--- config.mk ---
export PLATFORM = sky130hd
export DESIGN_NAME = chdf_mul_unit
export DESIGN_NICKNAME = d
export VERILOG_FILES = /design/src/design/chdf_mul_unit.sv
export SDC_FILE = /design/constraint.sdc
export NUM_CORES = 2
export LEC_CHECK = 0
export BUFFER_PORTS_ARGS = -buffer_cell sky130_fd_sc_hd__buf_2
export CAP_MARGIN = 10
export CORE_MARGIN = 4
export CORE_UTILIZATION = 40
export DETAILED_ROUTE_END_ITERATION = 6
export PLACE_DENSITY = 0.54
export SYNTH_ARGS = -nofsm -noshare
export SYNTH_HDL_FRONTEND = slang
export SYNTH_SLANG_ARGS = --single-unit
--- constraint.sdc ---
create_clock -name aclk -period 8.7 [get_ports aclk]
set_input_delay 0.435 -clock aclk [delete_from_list [all_inputs] [get_ports aclk]]
set_output_delay 0.435 -clock aclk [all_outputs]
set_load 0.01 [all_outputs]
--- src/design/chdf_mul_unit.sv ---
module chdf_mul_unit #(
    parameter int MW = 26
) (
    input  logic                   aclk,
    input  logic signed [MW-1:0]   op_a,
    input  logic signed [MW-1:0]   op_b,
    output logic signed [2*MW-1:0] prod
);

    logic signed [2*MW-1:0] prod_reg;

    // The shared multiplier: a product every cycle, registered.
    always_ff @(posedge aclk) begin
        prod_reg <= op_a * op_b;
    end

    assign prod = prod_reg;

endmodule

* Word level (Yosys, flattened, before mapping) *
Cells that the tools add are included.

storage, ports and cells
  register bits after elaboration = 52
  output and inout port bits = 52
  bits of input ports = 53
  word-level logic and storage cells = 2

operators by class
  multipliers = 1

operators by type and width
  operator        number
  $mul 26x26->52  1

* Longest topological paths before layout *
  depth in word-level cells = 1
  depth in mapped cells = 26
  mapped depth without buffers = 24

* Least setup slack after synthesis *
Ideal clock, no wire load.

  kind = input -> register
  start point = input port op_a[25]
  end point = register prod_reg[44], in the netlist prod[44]
  setup time = 0.072 ns
  arrival time = 6.789 ns
  path buffers = 1
  required time = 8.628 ns
  path slack = 1.839 ns
  stages on the path = 22
  cell sequence = clkbuf_1 > nand2_1 > inv_1 > fa_1 > fa_1 > inv_1 > fa_1 > inv_1 > fa_1 > fa_1 > fa_1 > inv_1 > fa_1 > inv_1 > ha_1 > nand2_1 > or4_1 > or4_1 > o211ai_1 > a21oi_2 > o21ai_1 > xor2_1

between the ends
  longest elaborated chain between the ends = 1

ends and longest elaborated chain
  element               RTL line  source
  from (decl)           5         input logic signed [MW-1:0] op_a,
  $mul 26x26->52        14        prod_reg <= op_a * op_b;
  to (signal assigned)  14
  to (decl)             10        logic signed [2*MW-1:0] prod_reg;

Every way passes these cells.

* Worst setup path in the final report *
  start point = input port op_b[2]
  end point = register prod_reg[51], in the netlist prod[51]

between the ends
  longest elaborated chain between the ends = 1

ends and longest elaborated chain
  element         RTL line  source
  from (decl)     6         input logic signed [MW-1:0] op_b,
  $mul 26x26->52  14

Every way passes these cells.

==> flow_summary_export.csv <==
group,metric,value,unit
status,outcome,"completed",
detailed_routing,routed_wl,68600,microns
yosys,yosysSeqAreaShare,0.0406,
clocking,cts_made_buffers,5,
floorplan,io_pins,105,
worst_setup_path,end_kind,"flip-flop",
worst_setup_path,worstPathBufferInverterCount,4,
detailed_routing,drt-initial-drc-count,732,
yosys,ffs_w_async_s_r_synth,0,
clocking,clk_pin_slew,0.08,ns
detailed_routing,via_per_inst,4.98,
worst_setup_path,crit_path_max_incr_delay,0.76,ns
worst_setup_path,slowest_cell_on_crit_path,"fa_1",
yosys,post_synth.cell_area_avg,9.27,sq um
yosys,yosys.cell_types.count,54,
worst_setup_path,path_delay_family,"adder cells",
place,gpl.final_weighted_congestion,0.869,
timing,setup_tns,0,ns
global_routing,grt_overflow_total,0,
timing,setup_repair_after_global_routing_missed_its_margin,"false",
detailed_routing,drt.antenna.violating_nets,0,
clocking,cts_max_path_buffers,2,
floorplan,effective_utilization_at_floorplan,0.405,
detailed_routing,wl_per_cell,19.0,microns
final_layout,n_fill_cell,6266,
final_layout,largest_register_ff_count,52,
run,cap_violations,0,
worst_setup_path,worst_ep_arrival_time,7.87,ns
clocking,cts.sink_count,52,
place,numPlacedInstances,3601,
clocking,tritoncts_clock_tree,"done",
global_routing,grt_first_pass_wirelength,112000,microns
final_layout,regArea,1040,sq um
final_layout,final_nets,3671,
worst_setup_path,worstSetupStartpointType,"input port",
clocking,total_of_hold_buffers_inserted_after_clock_tree_synthesis,0,
timing,relSlewSlack,0.404,
final_layout,drive_gt1_frac,0.0507,
final_layout,areaGrowthSynthToFinish,5.29,%
clocking,post_cts_resized,0,
final_layout,finalNonFillerCells,3610,
detailed_routing,detailedRoute.firstPassIterationCount,5,
floorplan,die_h,261,microns
yosys,ys_seq_elements,52,
timing,tightestPinTransition,0.892,ns
floorplan,placement_rows,92,
floorplan,floorplan.die_area,68200,sq um
timing,timing.final.crit_period,7.69,ns
timing,final-max-slew-violation-count,0,
clocking,post-cts-setup-buffers,0,
timing,max_freq,130,MHz
yosys,synthesis.area,25600,sq um
worst_setup_path,timing.setup.critical_path_class,"input port to flip-flop",
yosys,synth_warn,0,
worst_setup_path,worstPathCellList,"buf_2 -> nand2_1 -> inv_1 -> fa_1 -> fa_1 -> inv_1 -> fa_1 -> inv_1 -> fa_1 -> fa_1 -> fa_1 -> fa_1 -> ha_1 -> nand4_1 -> nor2_1 -> nand3_1 -> a211oi_1 -> nor3_1 -> nand4bb_1",
final_layout,final_instance_area,27000,sq um
yosys,postSynthNetCount,3672,
timing,period_share,0.884,
worst_hold_path,hold_path.class,"input port to flip-flop",
final_layout,multiInputGateArea,21300,sq um
place,post-dp-hpwl,57400,microns
yosys,synth_ff_type,"dfxtp_1",
place,io_buffers,104,
detailed_routing,remaining_drc_errors,0,
floorplan,die-width,261,microns
place,place_area,26800,sq um
detailed_routing,vias,18000,
yosys,synth-edff-count,0,
worst_setup_path,worst_path_most_repeated_cell,"fa_1",
final_layout,mostFrequentLayoutCell,"inv_1",
clocking,clk_root_buffer_cell,"clkbuf_16",
global_routing,maximum_number_of_pins_on_one_net_before_global_route_repair,27,
worst_setup_path,worst-path-max-fanout,26,
global_routing,globalRouteTotalUtil,0.211,
timing,final_hold_viol_count,0,
final_layout,leading_cell_types_in_the_layout_fill_and_taps_excluded,"737 x inv_1, 710 x fa_1, 398 x nand2_1, 281 x and2_1, 146 x ha_1",
global_routing,initial_antenna_violation_count,2,
worst_setup_path,crit_required,8.88,ns
clocking,h-tree-depth,2,
floorplan,coreArea,63200,sq um
global_routing,via_count_of_the_first_global_routing_pass,20600,
yosys,syn-instance-count,2763,
timing,setup_viol,0,
metal layers:
layer  wire length (microns)  global-route usage  up-vias
li1                        -                   -     7874
met1                   26400               0.254     9575
met2                   36900               0.393      393
met3                    2360              0.0207      132
met4                    2850              0.0730        2
met5                      13                   0        -
cell usage after synthesis, types with 7 or more instances:
library cell  count  area share
a211oi_1          8      0.0023
a21o_1           18      0.0053
a21oi_1          55       0.011
and2_1          281       0.069
clkbuf_1        122       0.018
dfxtp_1          52       0.041
fa_1            710        0.55
ha_1            146       0.071
inv_1           737        0.11
nand2_1         398       0.058
nand2b_1          7      0.0017
nand3_1          11      0.0021
nand4_1          11      0.0027
nor2_1           50      0.0073
o211ai_1          7      0.0021
o21ai_0          25      0.0049
o21bai_1          8      0.0023
xnor2_1          46       0.016
xor2_1           11      0.0038
cell type report:
| cell class | count | share of cell area |
|---|---|---|
| timing repair buffer | 115 | 0.0224 |
| inverter | 737 | 0.103 |
| tap | 846 | 0.0392 |
| multi-input combinational | 1851 | 0.791 |
| clock inverter | 3 | 0.00107 |
| antenna | 1 | 0.0000928 |
| clock buffer | 5 | 0.00464 |
| sequential | 52 | 0.0386 |
logic make-up after synthesis:
| family | count (synthesis) | share of synthesized area |
|---|---|---|
| buffers and inverters | 860 | 0.126 |
| adder cells (fa/ha/maj) | 856 | 0.626 |
| AND/OR/NAND/NOR | 778 | 0.146 |
| AO/OA/AOI/OAI | 160 | 0.0417 |
| XOR/XNOR | 57 | 0.0195 |
| flip-flops | 52 | 0.0406 |
per-stage QoR:
step	setup WS [ns]	hold slack, ns	utilization
2_1_floorplan	1.84	0.562	-
3_3_place_gp	0.863	0.833	0.424
3_5_place_dp	0.793	0.836	0.424
4_1_cts	1.11	0.655	0.427
5_1_grt	0.692	0.667	0.427
6_report	1.01	0.671	0.427
worst paths after layout:
check / slack [ns] / cells past startpoint / to / from
setup / recovery: 1.01 / 19 / prod[51] / op_b[2]
hold / removal: 0.67 / 2 / prod[0] / op_b[0]
Power is not shown: default switching activity piles up to over one toggle a cycle in this logic, so the estimate is an artifact.
